<file path="src/hdl/lkvc_pkg.sv">
`timescale 1ns / 1ps
`default_nettype none

package lkvc_pkg;

  localparam int KEY_W  = 32;
  localparam int DATA_W = 32;
  localparam int CAP_W  = 5;

  localparam logic [CAP_W-1:0] CAP_RESET = 5'd16;

  localparam logic MODE_GET = 1'b0;
  localparam logic MODE_PUT = 1'b1;

  typedef struct packed {
    logic load;
    logic scan;
    logic update;
  } cmd_t;

  typedef struct packed {
    logic scan_done;
  } stat_t;

endpackage

`default_nettype wire

</file>
<file path="src/hdl/lru_key_value_cache.sv">
`timescale 1ns / 1ps
`default_nettype none

// channel | dir | handshake           | payload
// --------+-----+---------------------+-------------------------
// in      | in  | in_valid / in_stall | mode, key, data_in
// out     | out | out_valid/out_stall | found, data_out, evicted
// cfg     | in  | cfg_wr_en           | cfg_wr_data (capacity)
//
// One word in flight: a word passes through the scan, update and done states,
// and the next word is accepted only after its result word is taken.
// The key store is scanned one entry a cycle through its single read port.
// in_stall stays high from acceptance until the result word is taken.
// rst is synchronous; it empties the cache and sets capacity to 16.

module lru_key_value_cache #(
  parameter int ENTRIES = 16
) (
  input  logic                               clk,
  input  logic                               rst,
  input  logic                               in_valid,
  output logic                               in_stall,
  input  logic                               mode,
  input  logic signed [lkvc_pkg::KEY_W-1:0]  key,
  input  logic signed [lkvc_pkg::DATA_W-1:0] data_in,
  output logic                               out_valid,
  input  logic                               out_stall,
  output logic                               found,
  output logic signed [lkvc_pkg::DATA_W-1:0] data_out,
  output logic                               evicted,
  input  logic                               cfg_wr_en,
  input  logic [lkvc_pkg::CAP_W-1:0]         cfg_wr_data
);
  import lkvc_pkg::*;

  localparam int CNT_W = $clog2(ENTRIES + 1);
  localparam logic [8:0] ENT_W9 = 9'(ENTRIES);

  logic [CAP_W-1:0] capacity;
  logic [8:0]       cap_wide;
  logic [CNT_W-1:0] eff_cap;
  cmd_t             cmd;
  stat_t            status;

  always_ff @(posedge clk) begin
    if (rst) begin
      capacity <= CAP_RESET;
    end else if (cfg_wr_en) begin
      capacity <= cfg_wr_data;
    end
  end

  // zero acts as one, anything above the entry count as the entry count
  always_comb begin
    cap_wide = {4'd0, capacity};
    if (cap_wide == 9'd0) begin
      cap_wide = 9'd1;
    end else if (cap_wide > ENT_W9) begin
      cap_wide = ENT_W9;
    end
  end

  assign eff_cap = cap_wide[CNT_W-1:0];

  lkvc_ctrl u_ctrl (
    .clk       (clk),
    .rst       (rst),
    .in_valid  (in_valid),
    .in_stall  (in_stall),
    .out_valid (out_valid),
    .out_stall (out_stall),
    .cmd       (cmd),
    .status    (status)
  );

  lkvc_dp #(
    .ENTRIES (ENTRIES)
  ) u_dp (
    .clk      (clk),
    .rst      (rst),
    .cmd      (cmd),
    .status   (status),
    .eff_cap  (eff_cap),
    .mode     (mode),
    .key      (key),
    .data_in  (data_in),
    .found    (found),
    .data_out (data_out),
    .evicted  (evicted)
  );

endmodule

`default_nettype wire

</file>
<file path="src/hdl/lkvc_ctrl.sv">
`timescale 1ns / 1ps
`default_nettype none

module lkvc_ctrl (
  input  logic            clk,
  input  logic            rst,
  input  logic            in_valid,
  output logic            in_stall,
  output logic            out_valid,
  input  logic            out_stall,
  output lkvc_pkg::cmd_t  cmd,
  input  lkvc_pkg::stat_t status
);
  import lkvc_pkg::*;

  typedef enum logic [3:0] {
    S_IDLE   = 4'b0001,
    S_SCAN   = 4'b0010,
    S_UPDATE = 4'b0100,
    S_DONE   = 4'b1000
  } state_t;

  state_t state, state_next;

  assign in_stall  = (state != S_IDLE);
  assign out_valid = (state == S_DONE);

  always_comb begin
    state_next = state;
    cmd        = '0;
    unique case (state)
      S_IDLE: begin
        if (in_valid) begin
          cmd.load   = 1'b1;
          state_next = S_SCAN;
        end
      end
      S_SCAN: begin
        cmd.scan = 1'b1;
        if (status.scan_done) begin
          state_next = S_UPDATE;
        end
      end
      S_UPDATE: begin
        cmd.update = 1'b1;
        state_next = S_DONE;
      end
      S_DONE: begin
        if (!out_stall) begin
          state_next = S_IDLE;
        end
      end
      default: begin
        state_next = S_IDLE;
      end
    endcase
  end

  always_ff @(posedge clk) begin
    if (rst) begin
      state <= S_IDLE;
    end else begin
      state <= state_next;
    end
  end

endmodule

`default_nettype wire

</file>
<file path="src/hdl/lkvc_dp.sv">
`timescale 1ns / 1ps
`default_nettype none

module lkvc_dp #(
  parameter int ENTRIES = 16
) (
  input  logic                              clk,
  input  logic                              rst,
  input  lkvc_pkg::cmd_t                    cmd,
  output lkvc_pkg::stat_t                   status,
  input  logic [$clog2(ENTRIES + 1)-1:0]    eff_cap,
  input  logic                              mode,
  input  logic signed [lkvc_pkg::KEY_W-1:0]  key,
  input  logic signed [lkvc_pkg::DATA_W-1:0] data_in,
  output logic                              found,
  output logic signed [lkvc_pkg::DATA_W-1:0] data_out,
  output logic                              evicted
);
  import lkvc_pkg::*;

  localparam int IDX_W = (ENTRIES > 1) ? $clog2(ENTRIES) : 1;
  localparam int CNT_W = $clog2(ENTRIES + 1);
  localparam logic [CNT_W-1:0] CNT_N = CNT_W'(ENTRIES);

  logic [KEY_W-1:0]  key_mem [ENTRIES];
  logic [DATA_W-1:0] val_mem [ENTRIES];

  logic [ENTRIES-1:0] valid, valid_next;
  logic [IDX_W-1:0]   rank      [ENTRIES];
  logic [IDX_W-1:0]   rank_next [ENTRIES];
  logic [CNT_W-1:0]   live, live_next;
  logic [CNT_W-1:0]   live_m1_w, live_m2_w;
  logic [IDX_W-1:0]   live_m1, live_m2;

  logic              req_mode;
  logic [KEY_W-1:0]  req_key;
  logic [DATA_W-1:0] req_data;

  logic [CNT_W-1:0] cnt;
  logic [IDX_W-1:0] scan_addr;
  logic             rd_vld;
  logic             rd_valid;
  logic [IDX_W-1:0] rd_idx, rd_rank;
  logic [KEY_W-1:0] rd_key;

  logic             hit_f, free_f;
  logic [IDX_W-1:0] hit_idx, hit_rank, free_idx, vic_idx, vic2_idx;

  logic             is_put, put_miss, ev_hit, ev_miss, do_ev;
  logic [IDX_W-1:0] ev_idx, ins_idx, put_idx;

  logic [DATA_W-1:0] val_rd;
  logic              found_r, evicted_r, get_hit;

  assign scan_addr        = cnt[IDX_W-1:0];
  assign status.scan_done = (cnt == CNT_N);

  assign live_m1_w = live - CNT_W'(1);
  assign live_m2_w = live - CNT_W'(2);
  assign live_m1   = live_m1_w[IDX_W-1:0];
  assign live_m2   = live_m2_w[IDX_W-1:0];

  assign is_put   = (req_mode == MODE_PUT);
  assign put_miss = is_put && !hit_f;
  assign ev_hit   = is_put && hit_f && (live > eff_cap);
  assign ev_miss  = put_miss && (live >= eff_cap);
  assign do_ev    = ev_hit || ev_miss;
  // a refreshed victim hands the oldest place to the next oldest
  assign ev_idx   = (hit_f && (hit_rank == live_m1)) ? vic2_idx : vic_idx;
  assign ins_idx  = (ev_miss && (!free_f || (vic_idx < free_idx))) ? vic_idx : free_idx;
  assign put_idx  = hit_f ? hit_idx : ins_idx;

  always_comb begin
    live_next = live;
    if (put_miss) begin
      live_next = live_next + CNT_W'(1);
    end
    if (do_ev) begin
      live_next = live_next - CNT_W'(1);
    end
  end

  always_comb begin
    for (int i = 0; i < ENTRIES; i++) begin
      valid_next[i] = valid[i];
      rank_next[i]  = rank[i];
      if (hit_f) begin
        if (IDX_W'(i) == hit_idx) begin
          rank_next[i] = '0;
        end else if (valid[i] && (rank[i] < hit_rank)) begin
          rank_next[i] = rank[i] + IDX_W'(1);
        end
      end else if (put_miss && valid[i]) begin
        rank_next[i] = rank[i] + IDX_W'(1);
      end
      if (do_ev && (IDX_W'(i) == ev_idx)) begin
        valid_next[i] = 1'b0;
        rank_next[i]  = '0;
      end
      if (put_miss && (IDX_W'(i) == ins_idx)) begin
        valid_next[i] = 1'b1;
        rank_next[i]  = '0;
      end
    end
  end

  always_ff @(posedge clk) begin
    if (rst) begin
      cnt    <= '0;
      rd_vld <= 1'b0;
      live   <= '0;
      valid  <= '0;
      for (int i = 0; i < ENTRIES; i++) begin
        rank[i] <= '0;
      end
    end else begin
      if (cmd.load) begin
        cnt    <= '0;
        rd_vld <= 1'b0;
      end else if (cmd.scan) begin
        if (cnt < CNT_N) begin
          cnt <= cnt + CNT_W'(1);
        end
        rd_vld <= (cnt < CNT_N);
      end
      if (cmd.update) begin
        live  <= live_next;
        valid <= valid_next;
        for (int i = 0; i < ENTRIES; i++) begin
          rank[i] <= rank_next[i];
        end
      end
    end
  end

  // key store: one read a cycle during the scan, written on insert
  always_ff @(posedge clk) begin
    if (cmd.scan && (cnt < CNT_N)) begin
      rd_key   <= key_mem[scan_addr];
      rd_rank  <= rank[scan_addr];
      rd_valid <= valid[scan_addr];
      rd_idx   <= scan_addr;
    end
    if (cmd.update && put_miss) begin
      key_mem[ins_idx] <= req_key;
    end
  end

  always_ff @(posedge clk) begin
    if (cmd.update) begin
      if (is_put) begin
        val_mem[put_idx] <= req_data;
      end
      val_rd <= val_mem[hit_idx];
    end
  end

  always_ff @(posedge clk) begin
    if (cmd.load) begin
      req_mode <= mode;
      req_key  <= key;
      req_data <= data_in;
      hit_f    <= 1'b0;
      free_f   <= 1'b0;
    end else if (cmd.scan && rd_vld) begin
      if (rd_valid && (rd_key == req_key)) begin
        hit_f    <= 1'b1;
        hit_idx  <= rd_idx;
        hit_rank <= rd_rank;
      end
      if (!rd_valid && !free_f) begin
        free_f   <= 1'b1;
        free_idx <= rd_idx;
      end
      if (rd_valid && (live != '0) && (rd_rank == live_m1)) begin
        vic_idx <= rd_idx;
      end
      if (rd_valid && (live >= CNT_W'(2)) && (rd_rank == live_m2)) begin
        vic2_idx <= rd_idx;
      end
    end
    if (cmd.update) begin
      found_r   <= hit_f;
      evicted_r <= do_ev;
      get_hit   <= !is_put && hit_f;
    end
  end

  assign found    = found_r;
  assign evicted  = evicted_r;
  assign data_out = get_hit ? val_rd : '0;

`ifndef SYNTHESIS
  a_live_bound: assert property (@(posedge clk) disable iff (rst)
    live <= CNT_N)
    else $error("live count above entry count");

  a_live_matches_valid: assert property (@(posedge clk) disable iff (rst)
    $countones(valid) == int'(live))
    else $error("live count disagrees with valid marks");

  a_get_no_evict: assert property (@(posedge clk) disable iff (rst)
    (cmd.update && !is_put) |=> !evicted_r)
    else $error("get reported an eviction");

  a_insert_grows: assert property (@(posedge clk) disable iff (rst)
    (cmd.update && put_miss && !do_ev) |=> (live == $past(live) + CNT_W'(1)))
    else $error("insert without eviction did not grow live count");
`endif

endmodule

`default_nettype wire
</file>
<file path="config.mk">
export PLATFORM = sky130hd
export DESIGN_NAME = lru_key_value_cache
export DESIGN_NICKNAME = d
export VERILOG_FILES = /design/src/hdl/lkvc_pkg.sv /design/src/hdl/lru_key_value_cache.sv /design/src/hdl/lkvc_ctrl.sv /design/src/hdl/lkvc_dp.sv
export SDC_FILE = /design/constraint.sdc
export NUM_CORES = 1
export LEC_CHECK = 0
export ABC_AREA = 1
export BUFFER_PORTS_ARGS = -buffer_cell sky130_fd_sc_hd__buf_2
export CAP_MARGIN = 10
export CELL_PAD_IN_SITES_DETAIL_PLACEMENT = 0
export CELL_PAD_IN_SITES_GLOBAL_PLACEMENT = 2
export CORE_MARGIN = 1.5
export CORE_UTILIZATION = 48
export DETAILED_ROUTE_END_ITERATION = 12
export HOLD_SLACK_MARGIN = 0.1
export PLACE_DENSITY_LB_ADDON = 0.1
export SYNTH_ARGS = -nofsm -noshare
export SYNTH_HDL_FRONTEND = slang
export SYNTH_SLANG_ARGS = --single-unit
</file>
<file path="constraint.sdc">
create_clock -name clk -period 9.67 [get_ports clk]
set_input_delay 0.4835 -clock clk [delete_from_list [all_inputs] [get_ports clk]]
set_output_delay 0.4835 -clock clk [all_outputs]
set_load 0.02 [all_outputs]
</file>
---- Word level (Yosys, flattened, before mapping) ----
Memory sizes are Yosys's and may differ from the RTL's. A register that Yosys moved wholly into a read port is not among the register bits.
Cells that the tools add are included.
word-level totals
  memories kept ........................... 3
  output and inout bits ................... 36
  flip-flop bits (word level) ............. 131
  logic and storage cells ................. 462
  RAM bits ................................ 1,088
  bits of input ports ..................... 75
memories
  name          words  bits a word  read ports  clocked after Yosys merged registers in  write ports  RTL line       source
  u_dp.key_mem  16     32           1           1                                        1            lkvc_dp.sv:25  logic [KEY_W-1:0] key_mem [ENTRIES];
  u_dp.val_mem  16     32           1           1                                        1            lkvc_dp.sv:26  logic [DATA_W-1:0] val_mem [ENTRIES];
  u_dp.rank     16     4            17          1                                        16           lkvc_dp.sv:29  logic [IDX_W-1:0] rank [ENTRIES];
cells by class
  bitwise logic cells ..................... 17
  reductions and logical operators ........ 132
  muxes and demuxes ....................... 172
  equal/unequal tests ..................... 58
  add/sub/neg operators ................... 21
  $lt $le $gt $ge ......................... 23
operator list
  cell                   number
  $mux W4                118
  $eq A4 B4 Y1 const A   24
  $logic_and A1 B1 Y1    80
  $lt A4 B4 Y1           17
  $add A4 B1 Y4 const B  16
  $eq A3 B4 Y1 const A   12
  $mux W1                47
  $reduce_and A2 Y1      19
  $eq A32 B32 Y1         1
  $mux W32               1
  $reduce_bool A2 Y1     16
  $eq A2 B4 Y1 const A   6
  $mux W5                4
  $or A1 B1 Y1           16
  $pmux W4 S4            1
  $reduce_and A3 Y1      5
  $eq A1 B4 Y1 const A   3
  $eq A4 B4 Y1           3
  $logic_not A4 Y1       3
  $add A5 B1 Y5 const B  2
  $ne A2 B2 Y1 const B   3
  $eq A5 B5 Y1 const B   1
  $ge A5 B2 Y1 const B   1
  $ge A5 B5 Y1           1
  other kinds (19)       23

---- Depth between registers and ports, before layout ----
Gate-level depths: netlist of run 1.
  depth in word-level cells ............... 11
  gate-level depth with buffers ........... 17
  mapped depth without buffers ............ 17

---- Modules after synthesis ----
Synthesis of run 1 repeated with hierarchy kept, for this count alone.
unflattened totals
  cell total of the unflattened synthesis .. 3,956
  area total of the unflattened synthesis .. 52,273.9 um2
by module, submodules not included
  module               area an instance (um2)  instances  cells each  seq. area each (um2)
  lkvc_dp              51,822.2                1          3,887       38,086.5
  lkvc_ctrl            234.0                   1          35          80.1
  lru_key_value_cache  217.7                   1          34          100.1

---- Least setup slack after synthesis of run 1 ----
Ideal clock, no wire load.
  kind .................................... reg2reg
  from .................................... register u_ctrl.state[2]
  to ...................................... register u_dp.cnt[1]
  data required time ...................... 9.537 ns
  path slack .............................. 5.268 ns
  setup time .............................. 0.133 ns
  arrival time ............................ 4.269 ns
  stages on the path, launching flop included .. 7
  buffers on the path ..................... 0
  cell sequence ........................... dfxtp_1 > nor2_1 > nand3_1 > nor2_1 > inv_1 > nand2_1 > a211oi_1
RTL lines
  element                 RTL line         source
  from (decl)             lkvc_ctrl.sv:23  state_t state, state_next;
  from (signal assigned)  lkvc_ctrl.sv:63  state <= state_next;
  to (signal assigned)    lkvc_dp.sv:122   cnt <= cnt + CNT_W'(1);
  to (decl)               lkvc_dp.sv:39    logic [CNT_W-1:0] cnt;

---- Worst setup path in the final report of run 1 ----
  from .................................... register capacity[0]
  to ...................................... memory u_dp.val_mem[5][12] (enable)
on the way
  cells in the longest elaborated chain, start to end .. 8
  elaborated cells on any way between the ends .. 9
ends and longest elaborated chain
  element                  RTL line                   source
  from (decl)              lru_key_value_cache.sv:39  logic [CAP_W-1:0] capacity;
  from (signal assigned)   lru_key_value_cache.sv:49  capacity <= cfg_wr_data;
  $gt A5 B5 Y1             lru_key_value_cache.sv:58  end else if (cap_wide > ENT_W9) begin
  $mux W5                  lru_key_value_cache.sv:58
  $mux W5 (*)              lru_key_value_cache.sv:56  if (cap_wide == 9'd0) begin
  $ge A5 B5 Y1 (*)         lkvc_dp.sv:66              assign ev_miss = put_miss && (live >= eff_cap);
  $logic_and A1 B1 Y1 (*)  lkvc_dp.sv:66
  $logic_and A1 B1 Y1 (*)  lkvc_dp.sv:70              assign ins_idx = (ev_miss && (!free_f || (vic_idx < free_idx))) ? vic_idx : free_idx;
  $mux W4 (*)              lkvc_dp.sv:70
  $mux W4 (*)              lkvc_dp.sv:71              assign put_idx = hit_f ? hit_idx : ins_idx;
  to (decl)                lkvc_dp.sv:26
Mark *: on every way between the ends. The rest lies on a longest branch, timed or not.

==> results.txt, run 1 <==
----------------------------------------------------
[Global route]
  Remaining Overflow, GRT ... 0
  Pin count of the biggest net entering global routing ... 99
  First-pass GRT wire length ... 206,000 µm
  Antenna violations before repair ... 0
  Combined global-route utilization of all metal layers ... 25.0%
  Via count of the first global-routing pass ... 32,281

[Floorplan]
  DIE WIDTH ... 333 µm
  Rows ... 120
  Core ar. ... 108,000 µm²
  Die area ... 111,000 µm²
  Initial standard-cell utilization of the core ... 48.6%
  Number of primary I/O pins ... 111
  Overall die height ... 333 µm

[Timing]
  Hold Violations, Final ... 0
  Crit path time final ... 4.40 ns
  Tightest hold margin ... 0.249 ns
  Setup-failing EPs final ... 0
  RSZ-0062 raised after global routing ... no
  Period utilisation layout ... 45.5%
  F_max ... 227 MHz
  Final total negative setup slack ... 0 ns
  Setup clock skew after layout ... 0.0277 ns
  Slew HR ... 26.1%
  Pin slew with the least headroom to its limit ... 1.11 ns
  Final count of pins violating max slew ... 0

[Logic synthesis]
  Count of synthesis-stage warnings from yosys ... 0
  Mean area per synthesized cell ... 13.2 µm²
  Synth Cell Area ... 52,200 µm²
  Synthesized Nets ... 4,106
  Count of distinct cell types in the synthesized netlist ... 45
  Cell count after synthesis ... 3,950
  Fraction of the yosys area taken by sequential cells ... 73.3%
  Number of storage elements in the synthesis netlist ... 1,287
  Post-synth EDFFs ... 1,249
  Share of synthesized flip-flops with an asynchronous set or reset ... 0%
  Post-synth top flop ... edfxtp_1

[Routing]
  Routed via count ... 32,622
  DRC violations left ... 0
  Drt wl/cell ... 24.4 µm
  Router iterations before antenna repair ... 5
  Detailed-route vias per instance ... 5.78
  Initial DRC count ... 3,014
  Post-Route WL ... 138,000 µm
  Antenna Nets Post-Route ... 0

[Worst setup path]
  Critical path depth in cells ... 15
  Reg2Reg Setup Slack ... 5.27 ns
  Most repeated library cell on the critical path ... nand2_1
  Max Fanout on Critical Path ... 22
  Critical Path Start Type ... flop
  Critical path data required time ... 10.07 ns
  Capturing point of the worst reg2reg path ... u_dp.val_mem[5][12]
  Buffering stage count on the worst path with inverters included ... 1
  Category of the worst setup path capture point ... flop
  Arr. time, crit path ... 4.79 ns
  Cell type group with the largest total delay on the critical path ... simple AND/OR/NAND/NOR gates
  Class of the most critical setup path ... flop to flop
  Source of the worst register-to-register timing path ... capacity[0]
  Cells along the critical path ... or4_1, nand2_1, nand2_1, ha_1, nand2_1, nor2_1, nand2_1, a31oi_4, nand2_2, nand2_1, o21ai_0, o21ai_0, nand2_1, nor2_4, buf_4
  Depth of the most critical reg-to-reg path ... 15
  Largest incremental delay on the critical path ... 0.53 ns
  Library cell contributing the largest single delay on the critical path ... or4_1

[Clocking]
  H-tree depth ... 4
  Clock latency on the worst-skew pair ... 0.76 ns
  Clock buffer count from CTS ... 138
  Number of sinks handled by clock tree synthesis ... 1,287
  Maximum count of clock buffers along a single path ... 3
  Number of buffers inserted by post-CTS setup repair ... 0
  TritonCTS clock tree ... done
  Clock slew at reported path FFs ... 0.06 ns
  Number of cells upsized or downsized after cts ... 0
  Clock Root Buffer ... clkbuf_16

[Layout]
  # nets final ... 4,292
  Area growth syn-to-layout ... 13.8%
  Antenna Cells ... 0
  Ratio of cells with drive above 1 in the final layout ... 10.3%
  Filler cells ... 8,940

[Power]
  Switching power of the nets ... 2.50 mW
  Overall Power ... 11.6 mW
  Power density over the cells ... 195 nW/µm²
  Leak Pwr ... 20.5 nW
  Logic pwr share ... 3.0%
  Share of power burned in registers ... 54.6%
  Maximum resistive drop on vdd ... 159 µV
  Switching fraction of total power ... 21.6%
  Cell internal power dissipation ... 9.09 mW
  Clock power share ... 42.4%

[Min path]
  Type of the most critical hold path ... input port to flop
  Worst hold path endpoint ... u_ctrl.state[3]
  Number of cells on the worst hold path ... 2
  Worst Hold Launch ... rst

[Run status]
  Status ... complete, no violations

[Placement]
  Input/output buffers ... 110
  Total half-perimeter wirelength after legalization and detailed placement ... 76,300 µm
  Final Wtd Congestion ... 0.829

[Job]
  Maxcap violations ... 0

----------------------------------------------------
how the worst max path moves through the flow:
| stage | start | end | slack [ns] |
|---|---|---|---|
| 2_1_floorplan | u_ctrl.state[2] | u_dp.cnt[1] | 5.27 |
| 3_3_place_gp | capacity[0] | u_dp.val_mem[5][16] | 5.30 |
| 3_5_place_dp | capacity[0] | u_dp.val_mem[5][12] | 5.21 |
| 4_1_cts | capacity[0] | u_dp.val_mem[5][12] | 5.19 |
| 5_1_grt | capacity[1] | u_dp.val_mem[5][12] | 4.99 |
| 6_report | capacity[0] | u_dp.val_mem[5][12] | 5.27 |
cell families after synthesis:
| kind of cell | after synthesis | share of synthesized area [%] |
|---|---|---|
| AO/OA/AOI/OAI | 1053 | 12.4 |
| XOR/XNOR | 53 | 0.889 |
| adder cells (fa/ha/maj) | 81 | 1.94 |
| buffers and inverters | 392 | 2.85 |
| flip-flops | 1287 | 73.3 |
| AND/OR/NAND/NOR | 1084 | 8.60 |
placed cells by master (no fill, tap or decap), drive strengths merged, types with 6 or more instances in the layout:
master	count
o21bai	14
edfxtp	1249
nor3	7
a21boi	17
nand2	400
nand4	46
dfxtp	38
a2111o	33
dlygate4sd3	78
xor2	47
inv	192
o21ai	377
nand3	137
nor2	481
o211ai	18
o22ai	146
a22oi	258
nor4	6
ha	81
a21oi	178
xnor2	6
clkbuf	169
buf	177
clkinv	61
per-stage QoR:
| step | utilization, % | instance area [µm²] | cells | worst slack [ns] |
|---|---|---|---|---|
| after floorplan | - | 52200 | 3950 | 5.27 |
| after global placement | 50.6 | 54400 | 5321 | 5.30 |
| after detailed placement | 50.6 | 54400 | 5321 | 5.21 |
| after CTS | 55.3 | 59400 | 5646 | 5.19 |
| after global routing | 55.3 | 59400 | 5646 | 4.99 |
| final | 55.3 | 59400 | 5646 | 5.27 |
cell type report:
cell class,count,area [µm²],area share [%]
sequential,1287,38300,64.4
multi-input combinational,2271,12700,21.3
clock buffer,169,3620,6.10
timing repair buffer,255,1830,3.09
tap,1403,1760,2.96
inverter,183,699,1.18
clock inverter,78,554,0.933
power groups by stage:
| stage | clock network, mW | logic (mW) | registers, mW |
|---|---|---|---|
| 6_report | 4.92 | 0.343 | 6.34 |
| 5_1_grt | 5.22 | 0.381 | 6.35 |
| 4_1_cts | 5.02 | 0.344 | 6.34 |
| 3_5_place_dp | 0 | 0.318 | 6.45 |
| 3_3_place_gp | 0 | 0.317 | 6.45 |
| 2_1_floorplan | 0 | 0.189 | 6.41 |
layer usage:
| layer | vias up | global-route usage, % | share of wire [%] |
|---|---|---|---|
| met2 | 921 | 39.7 | 47 |
| li1 | 15174 | - | - |
| met1 | 16331 | 36.1 | 45 |
| met3 | 196 | 3.47 | 5.4 |
| met5 | - | 0 | 0 |
| met4 | 0 | 7.08 | 2.3 |
repair_timing:
action	CTS	global route
setup endpoints to repair	0	0
hold buffers	78	0
endpoints found under the hold margin	74	0
sequential cells by signal, summed over array words and instances (netlist names), 5 cells and up:
name and flops:
u_dp.rd_key 32, u_dp.req_key 32, u_dp.live 5, u_dp.cnt 5, capacity 5, u_dp.req_data 32
u_dp.key_mem 512, u_dp.val_rd 32, u_dp.valid 16, u_dp.val_mem 512, u_dp.rank 64
cell usage after synthesis (all sizes together) (2+ instances only):
master,number,area [µm²]
a2111o,33,372
a211oi,3,22.5
a21boi,17,128
a21oi,178,891
a22o,2,17.5
a22oi,258,1940
a31oi,3,33.8
buf,15,75.1
clkbuf,194,728
clkinv,2,7.51
dfxtp,38,761
edfxtp,1249,37500
ha,81,1010
inv,181,679
nand2,400,1510
nand3,137,698
nand4,46,288
nor2,481,1880
nor3,7,35.0
nor4,6,37.5
o2111ai,2,17.5
o211ai,18,135
o21ai,377,1900
o21bai,14,105
o22ai,146,913
or2,4,25.0
xnor2,6,52.6
xor2,47,412
(Power assumes the default switching activity.)
==> run 2, diff against run 1 <==
--- a/config.mk
+++ b/config.mk
@@ -5,13 +5,13 @@
 export SDC_FILE = /design/constraint.sdc
 export NUM_CORES = 1
 export LEC_CHECK = 0
-export ABC_AREA = 1
+export ABC_AREA = 0
 export BUFFER_PORTS_ARGS = -buffer_cell sky130_fd_sc_hd__buf_2
 export CAP_MARGIN = 10
 export CELL_PAD_IN_SITES_DETAIL_PLACEMENT = 0
 export CELL_PAD_IN_SITES_GLOBAL_PLACEMENT = 2
 export CORE_MARGIN = 1.5
-export CORE_UTILIZATION = 48
+export CORE_UTILIZATION = 44
 export DETAILED_ROUTE_END_ITERATION = 12
 export HOLD_SLACK_MARGIN = 0.1
 export PLACE_DENSITY_LB_ADDON = 0.1
==> constraint.sdc (replaced) <==
create_clock -name clk -period 3.58 [get_ports clk]
set_input_delay 0.179 -clock clk [delete_from_list [all_inputs] [get_ports clk]]
set_output_delay 0.179 -clock clk [all_outputs]
set_load 0.02 [all_outputs]
==> run 2 against run 1 <==
Compared with the run above:
- synthesized cell count shrank 32%
- sequential power grew to 2.7 times the previous value
- sequential share of layout area shrank 3.4 points
- worst setup slack lost 5.1 ns
- final area grew 5.5%
- power grew to 2.7 times the previous value
- clock skew grew 0.011 ns
- final cell count shrank 14%
- largest power group unchanged
- combinational power grew 100%
- routed wire length shrank 1.7%
- maximum frequency grew 30%
==> results.txt, run 2 <==
----------------------------------------------------
[Run status]
  Status ... complete, no violations (unchanged)

[Floorplan]
  Rows ... 126 (was 120)
  Die area ... 122,000 µm² (was 111,000 µm²)
  DIE WIDTH ... 349 µm (was 333 µm)
  Number of primary I/O pins ... 111 (unchanged)
  Initial standard-cell utilization of the core ... 44.5% (was 48.6%)
  Overall die height ... 349 µm (was 333 µm)
  Core ar. ... 118,000 µm² (was 108,000 µm²)

[Worst setup path]
  Arr. time, crit path ... 3.82 ns (was 4.79 ns)
  Source of the worst register-to-register timing path ... capacity[1] (was capacity[0])
  Depth of the most critical reg-to-reg path ... 12 (was 15)
  Class of the most critical setup path ... flop to flop (unchanged)
  Max Fanout on Critical Path ... 32 (was 22)
  Critical Path Start Type ... flop (unchanged)
  Cells along the critical path ... nor3_1, nor2_1, nor2_1, ha_1, nand2b_1, a21oi_1, o21a_2, buf_4, nor4_1, o21ai_0, inv_2, buf_12 (was or4_1, nand2_1, nand2_1, ha_1, nand2_1, nor2_1, nand2_1, a31oi_4, nand2_2, nand2_1, o21ai_0, o21ai_0, nand2_1, nor2_4, buf_4)
  Critical path data required time ... 4.01 ns (was 10.07 ns)
  Category of the worst setup path capture point ... flop (unchanged)
  Largest incremental delay on the critical path ... 0.73 ns (was 0.53 ns)
  Buffering stage count on the worst path with inverters included ... 3 (was 1)
  Reg2Reg Setup Slack ... 0.19 ns (was 5.27 ns)
  Library cell contributing the largest single delay on the critical path ... nor4_1 (was or4_1)
  Most repeated library cell on the critical path ... nor2_1 (was nand2_1)
  Capturing point of the worst reg2reg path ... u_dp.key_mem[0][11] (was u_dp.val_mem[5][12])
  Cell type group with the largest total delay on the critical path ... simple AND/OR/NAND/NOR gates (unchanged)

[Min path]
  Number of cells on the worst hold path ... 2 (unchanged)
  Worst hold path endpoint ... u_dp.req_data[12] (was u_ctrl.state[3])
  Worst Hold Launch ... data_in[12] (was rst)
  Type of the most critical hold path ... input port to flop (unchanged)

[Logic synthesis]
  Most frequent cell after synthesis ... edfxtp_1 (unchanged)
  Leading post-synthesis cells by cell area ... edfxtp_1 (71%), mux4_2 (14%), ha_1 (1.9%), dfxtp_1 (1.4%), xor2_1 (0.85%) (was edfxtp_1 (72%), a22oi_1 (3.7%), o21ai_0 (3.6%), nor2_1 (3.4%), nand2_1 (2.9%))
  Cell count after synthesis ... 2,702 (was 3,950)
  Post-synth top flop ... edfxtp_1 (unchanged)
  Synth Cell Area ... 52,700 µm² (was 52,200 µm²)
  Area leader, netlist ... edfxtp_1 (unchanged)
  Count of distinct cell types in the synthesized netlist ... 81 (was 45)
  Area share of the largest cell type after synthesis ... 71.2% (was 71.8%)
  Mean area per synthesized cell ... 19.5 µm² (was 13.2 µm²)
  Share of synthesized flip-flops with an asynchronous set or reset ... 0% (unchanged)
  Count of synthesis-stage warnings from yosys ... 0 (unchanged)
  Fraction of the yosys area taken by sequential cells ... 72.6% (was 73.3%)
  Post-synth top cells ... edfxtp_1 (1,249), mux4_2 (335), ha_1 (81) (was edfxtp_1 (1,249), nor2_1 (468), nand2_1 (398))
  Synthesized Nets ... 2,858 (was 4,106)
  Number of storage elements in the synthesis netlist ... 1,287 (unchanged)
  Post-synth EDFFs ... 1,249 (unchanged)

[Clocking]
  Clock buffer count from CTS ... 137 (was 138)
  Clock Root Buffer ... clkbuf_16 (unchanged)
  H-tree depth ... 4 (unchanged)
  TritonCTS clock tree ... done (unchanged)
  Maximum count of clock buffers along a single path ... 3 (unchanged)
  Number of buffers inserted by post-CTS setup repair ... 0 (unchanged)
  Clock slew at reported path FFs ... 0.05 ns (was 0.06 ns)
  Clock latency on the worst-skew pair ... 0.76 ns (about the same)
  Number of sinks handled by clock tree synthesis ... 1,287 (unchanged)

[Placement]
  Input/output buffers ... 110 (unchanged)
  Final Wtd Congestion ... 0.915 (was 0.829)
  Total half-perimeter wirelength after legalization and detailed placement ... 84,600 µm (was 76,300 µm)
  Post-placement worst setup slack ... 0.0496 ns (was 5.21 ns)
  Cell area after placement ... 56,900 µm² (was 54,400 µm²)

[Timing]
  Crit path time final ... 3.39 ns (was 4.40 ns)
  RSZ-0062 raised after global routing ... no (unchanged)
  Period utilisation layout ... 94.7% (was 45.5%)
  PnR worst setup slack ... 0.191 ns (was 5.27 ns)
  Final count of pins violating max slew ... 0 (unchanged)
  Slew HR ... 27.1% (was 26.1%)
  Setup clock skew after layout ... 0.0386 ns (was 0.0277 ns)
  Hold Violations, Final ... 0 (unchanged)
  Tightest hold margin ... 0.148 ns (was 0.249 ns)
  F_max ... 295 MHz (was 227 MHz)
  Pin slew with the least headroom to its limit ... 1.09 ns (was 1.11 ns)
  Setup-failing EPs final ... 0 (unchanged)
  Final total negative setup slack ... 0 ns (unchanged)

[Power]
  Leak Pwr ... 20.3 nW (was 20.5 nW)
  Maximum resistive drop on vdd ... 512 µV (was 159 µV)
  Power density over the cells ... 505 nW/µm² (was 195 nW/µm²)

[Routing]
  Routed via count ... 27,742 (was 32,622)
  Drt wl/cell ... 28.0 µm (was 24.4 µm)
  Post-Route WL ... 135,000 µm (was 138,000 µm)
  DRC violations left ... 0 (unchanged)
  Router iterations before antenna repair ... 5 (unchanged)
  Antenna Nets Post-Route ... 0 (unchanged)
  Initial DRC count ... 2,595 (was 3,014)
  Detailed-route vias per instance ... 5.74 (was 5.78)

[Global route]
  First-pass GRT wire length ... 198,000 µm (was 206,000 µm)
  Via count of the first global-routing pass ... 28,812 (was 32,281)
  Antenna violations before repair ... 4 (was 0)
  Remaining Overflow, GRT ... 0 (unchanged)
  Pin count of the biggest net entering global routing ... 70 (was 99)
  Combined global-route utilization of all metal layers ... 22.5% (was 25.0%)

[Layout]
  # nets final ... 3,276 (was 4,292)
  Multi-input logic area ... 14,000 µm² (was 12,700 µm²)
  Area growth syn-to-layout ... 18.9% (was 13.8%)
  Filler cells ... 9,304 (was 8,940)
  Highest-count cells in the layout ignoring fill and taps ... edfxtp_1 (1,249), mux4_2 (335), clkbuf_16 (140), dlygate4sd3_1 (126), buf_4 (121) (was edfxtp_1 (1,249), nor2_1 (442), nand2_1 (396), o21ai_0 (372), a22oi_1 (258))
  Ratio of cells with drive above 1 in the final layout ... 27.2% (was 10.3%)
  Most common library cell in the layout ignoring fill and taps ... edfxtp_1 (unchanged)
  Antenna Cells ... 0 (unchanged)
  Post-route cell area ... 62,700 µm² (was 59,400 µm²)
  Final standard cell utilization of the core ... 52.9% (was 55.3%)
  Top flop regs ... u_dp.key_mem: 512 flops, u_dp.val_mem: 512 flops, u_dp.rank: 64 flops (unchanged)
  FF+latch area ... 38,300 µm² (about the same)

[Job]
  Maxcap violations ... 0 (unchanged)

----------------------------------------------------
## run 2: changes by cell type after synthesis, sizes merged, moves of 72 or more
cell,delta
nor2,-402
mux4,+335
nand2,-326
o21ai,-324
a22oi,-256
o22ai,-140
inv,-139
clkbuf,-116
a21oi,-109
nand3,-88
nor3,+72
## run 2: power breakdown
group / internal, mW / switching (mW)
Sequential: 16.7 / 0.229
Combinational: 0.318 / 0.384
Clock: 8.21 / 5.86
Total: 25.2 / 6.47
## run 2: area by class of cell
type | count | share of cell area, %
multi-input cells | 1242 | 22.4
clock buffers | 170 | 5.80
repair buffers | 408 | 5.97
flip-flops and latches | 1287 | 61.1
well taps | 1600 | 3.19
clock inverters | 78 | 1.34
inverters | 44 | 0.268
## run 2: cells by family (layout without fill, tap and decap cells)
| family | after synthesis | in the layout | share of synthesized area [%] |
|---|---|---|---|
| AOI/OAI and AO/OA | 264 | 264 | 3.32 |
| xor gates and xnor gates | 82 | 82 | 1.44 |
| adders and majority gates | 81 | 81 | 1.92 |
| buffers and inverters | 175 | 700 | 1.39 |
| DFF | 1287 | 1287 | 72.6 |
| muxes | 358 | 358 | 14.8 |
| and+or+nand+nor | 455 | 457 | 4.53 |
## run 2: worst max-delay path by stage
stage | cells after the start | start | slack (ns) | end
floorplan | 10 | capacity[4] | -0.42 | u_dp.val_mem[0][0]
CTS | 12 | capacity[4] | 0.08 | u_dp.key_mem[1][16]
global route | 8 | u_dp.live[1] | 0.002 | u_dp.rank[14][1]
global placement | 12 | capacity[4] | 0.02 | u_dp.key_mem[1][16]
finish | 12 | capacity[1] | 0.19 | u_dp.key_mem[0][11]
detailed placement | 12 | capacity[4] | 0.05 | u_dp.key_mem[1][27]
## run 2: layer usage
metal | vias to the layer above | wire, µm | global-route usage [%]
li1 | 11987 | - | -
met1 | 14670 | 59100 | 32.1
met2 | 873 | 64000 | 35.1
met3 | 212 | 8280 | 4.03
met4 | 0 | 4000 | 7.53
met5 | - | 0 | 0
## run 2: stage by stage
stage,instances,power [mW]
finish,4829,31.6
global route,4829,32.6
CTS,4827,32.0
detailed placement,4453,17.8
global placement,4453,17.8
floorplan,2702,17.4
## run 2: worst reg2reg max path: stages, from the launching register on
cell      delay [ns]
dfxtp_1         0.37
nor3_1          0.09
nor2_1          0.14
nor2_1          0.07
ha_1            0.28
nand2b_1        0.10
a21oi_1         0.10
o21a_2          0.31
buf_4           0.23
nor4_1          0.74
o21ai_0         0.26
inv_2           0.12
buf_12          0.25
## run 2: timing repair
item / 4_1_cts / 5_1_grt
endpoints found under the setup margin: 0 / 397
resized for setup: 0 / 6
endpoints found under the hold margin: 87 / 0
hold buffers: 126 / 0
==> run 3, diff against run 2 <==
--- a/config.mk
+++ b/config.mk
@@ -10,6 +10,7 @@
 export CAP_MARGIN = 10
 export CELL_PAD_IN_SITES_DETAIL_PLACEMENT = 0
 export CELL_PAD_IN_SITES_GLOBAL_PLACEMENT = 2
+export CORE_ASPECT_RATIO = 1.2
 export CORE_MARGIN = 1.5
 export CORE_UTILIZATION = 44
 export DETAILED_ROUTE_END_ITERATION = 12
==> run 3 against run 2 <==
Compared with the run above:
- routed wire length fell by 1.6%
- critical path depth fell by 3
- final cell count fell by 0.93%
- sequential power barely moved
- critical path type unchanged
==> results.txt, run 3 (synthesis gave the netlist of run 2 again) <==
----------------------------------------------------
[Run status]
  Status ... complete, no violations (unchanged)

[Layout]
  Final standard cell utilization of the core ... 52.7% (was 52.9%)
  Ratio of cells with drive above 1 in the final layout ... 27.6% (was 27.2%)
  Area growth syn-to-layout ... 18.5% (was 18.9%)
  Count of non-filler cells in the finished layout ... 4,784 (was 4,829)
  Top flop regs ... u_dp.key_mem: 512 flops, u_dp.val_mem: 512 flops, u_dp.rank: 64 flops (unchanged)
  Highest-count cells in the layout ignoring fill and taps ... edfxtp_1 (1,249), mux4_2 (335), buf_4 (155), clkbuf_16 (137), dlygate4sd3_1 (125) (was edfxtp_1 (1,249), mux4_2 (335), clkbuf_16 (140), dlygate4sd3_1 (126), buf_4 (121))
  Filler cells ... 9,436 (was 9,304)
  Antenna Cells ... 0 (unchanged)
  # nets final ... 3,305 (was 3,276)
  Most common library cell in the layout ignoring fill and taps ... edfxtp_1 (unchanged)

[Routing]
  Antenna Nets Post-Route ... 0 (unchanged)
  Drt wl/cell ... 27.8 µm (was 28.0 µm)
  DRC violations left ... 0 (unchanged)
  Routed via count ... 27,538 (was 27,742)
  Detailed-route vias per instance ... 5.76 (was 5.74)
  Router iterations before antenna repair ... 5 (unchanged)
  Initial DRC count ... 2,104 (was 2,595)
  Post-Route WL ... 133,000 µm (was 135,000 µm)

[Clocking]
  TritonCTS clock tree ... done (unchanged)
  Maximum count of clock buffers along a single path ... 3 (unchanged)
  Number of sinks handled by clock tree synthesis ... 1,287 (unchanged)
  Clock slew at reported path FFs ... 0.06 ns (was 0.05 ns)
  Clock Root Buffer ... clkbuf_16 (unchanged)
  Clock latency on the worst-skew pair ... 0.77 ns (was 0.76 ns)
  H-tree depth ... 4 (unchanged)
  Clock buffer count from CTS ... 133 (was 137)

[Worst setup path]
  Critical path data required time ... 4.04 ns (was 4.01 ns)
  Category of the worst setup path capture point ... flop (unchanged)
  Library cell contributing the largest single delay on the critical path ... dfxtp_1 (was nor4_1)
  Cells along the critical path ... inv_1, ha_1, a21boi_1, xnor3_2, nor3_1, o211ai_2, or2_0, a21oi_1, buf_4 (was nor3_1, nor2_1, nor2_1, ha_1, nand2b_1, a21oi_1, o21a_2, buf_4, nor4_1, o21ai_0, inv_2, buf_12)
  Class of the most critical setup path ... flop to flop (unchanged)
  Critical Path Start Type ... flop (unchanged)
  Depth of the most critical reg-to-reg path ... 9 (was 12)
  Max Fanout on Critical Path ... 10 (was 32)
  Largest incremental delay on the critical path ... 0.54 ns (was 0.73 ns)
  Arr. time, crit path ... 3.87 ns (was 3.82 ns)

[Placement]
  Number of placed cells counting well taps ... 4,407 (was 4,453)
  Total half-perimeter wirelength after legalization and detailed placement ... 84,300 µm (was 84,600 µm)
  Final Wtd Congestion ... 0.901 (was 0.915)
  Input/output buffers ... 110 (unchanged)
  Post-placement worst setup slack ... -0.158 ns (was 0.0496 ns)

[Global route]
  First-pass GRT wire length ... 198,000 µm (about the same)
  Pin count of the biggest net entering global routing ... 129 (was 70)
  Antenna violations before repair ... 4 (unchanged)
  Remaining Overflow, GRT ... 0 (unchanged)
  Combined global-route utilization of all metal layers ... 22.3% (was 22.5%)
  Via count of the first global-routing pass ... 29,130 (was 28,812)

[Timing]
  PnR worst setup slack ... 0.167 ns (was 0.191 ns)
  Slew HR ... 42.3% (was 27.1%)
  Hold Violations, Final ... 0 (unchanged)
  Tightest hold margin ... 0.137 ns (was 0.148 ns)
  Period utilisation layout ... 95.3% (was 94.7%)
  Setup-failing EPs final ... 0 (unchanged)
  Pin slew with the least headroom to its limit ... 0.865 ns (was 1.09 ns)
  Final count of pins violating max slew ... 0 (unchanged)
  RSZ-0062 raised after global routing ... no (unchanged)
  F_max ... 293 MHz (was 295 MHz)
  Crit path time final ... 3.41 ns (was 3.39 ns)
  Setup clock skew after layout ... 0.0327 ns (was 0.0386 ns)

[Floorplan]
  DIE WIDTH ... 319 µm (was 349 µm)
  Number of primary I/O pins ... 111 (unchanged)
  Initial standard-cell utilization of the core ... 44.5% (about the same)
  Core ar. ... 118,000 µm² (about the same)
  Rows ... 138 (was 126)
  Overall die height ... 382 µm (was 349 µm)
  Die area ... 122,000 µm² (about the same)

[Power]
  Switching fraction of total power ... 20.4% (about the same)
  Overall Power ... 30.7 mW (was 31.6 mW)
  Logic pwr share ... 2.2% (about the same)
  Switching power of the nets ... 6.27 mW (was 6.47 mW)
  Clock power share ... 42.6% (was 44.4%)
  Power density over the cells ... 491 nW/µm² (was 505 nW/µm²)
  Leak Pwr ... 20.3 nW (about the same)
  Cell internal power dissipation ... 24.4 mW (was 25.2 mW)
  Share of power burned in registers ... 55.2% (was 53.4%)
  Maximum resistive drop on vdd ... 439 µV (was 512 µV)

[Job]
  Maxcap violations ... 0 (unchanged)

[Min path]
  Number of cells on the worst hold path ... 2 (unchanged)
  Type of the most critical hold path ... input port to flop (unchanged)

----------------------------------------------------
==> run 3: changes by cell type in the layout (fill, tap and decap cells not counted), sizes merged, moves of 3 or more <==
cell and change:
buf +34, clkinv -12, bufinv -9, clkbuf +5
clkinvlp -3
==> run 3: critical path: cells and delay by family, from the launching register on <==
| family | cells | cell delay, ns |
|---|---|---|
| buf+inv | 2 | 0.36 |
| flops | 1 | 0.54 |
| xor+xnor | 1 | 0.44 |
| compound gates | 3 | 0.94 |
| fa+ha+maj | 1 | 0.23 |
| simple gates | 2 | 0.61 |
==> run 3: area by class of cell <==
class	count	area, µm²	share of cell area, %
Sequential cell	1287	38300	61.3
Multi-Input combinational cell	1242	14000	22.5
Timing Repair Buffer	441	3990	6.38
Clock buffer	175	3620	5.80
Tap cell	1540	1930	3.09
Clock inverter	55	437	0.699
Inverter	44	168	0.268
==> run 3: power by group through the flow <==
stage / clock [mW] / combinational [mW] / sequential [mW]
detailed placement: 0 / 0.565 / 17.2
finish: 13.1 / 0.672 / 16.9
global placement: 0 / 0.555 / 17.2
floorplan: 0 / 0.293 / 17.1
CTS: 13.4 / 0.676 / 16.9
global route: 13.9 / 0.728 / 16.9
==> run 3: metrics by stage <==
stage	instance area, µm²	TNS, ns
2_1_floorplan	52900	-54.05
3_3_place_gp	56800	-2.63
3_5_place_dp	56800	-7.03
4_1_cts	62200	0
5_1_grt	62500	0
6_report	62500	0
==> run 3: what timing repair did <==
action,4_1_cts,5_1_grt
setup buffers,6,14
hold buffers,125,0
endpoints found under the hold margin,82,0
setup endpoints to repair,69,444
pin swaps,4,4
gates cloned,1,1
resized for setup,1,11
==> run 3: per-layer routing <==
layer / part of all wire [%] / global-route usage, % / up-vias / wire [µm]
met3: 4.2 / 3.12 / 179 / 5550
met4: 2.3 / 6.69 / 0 / 3090
met1: 43 / 30.1 / 14618 / 57100
met5: 0 / 0 / - / 0
li1: - / - / 12030 / -
met2: 51 / 37.6 / 711 / 67500
==> run 3: final timing paths <==
check                                startpoint                end  slack (ns)
worst max-delay path               u_dp.live[1]   u_dp.rank[15][2]        0.17
worst max register to register     u_dp.live[1]   u_dp.rank[15][2]        0.17
worst min register to register  u_dp.rd_rank[0]   u_dp.hit_rank[0]        0.49
worst min-delay path                data_in[23]  u_dp.req_data[23]        0.14
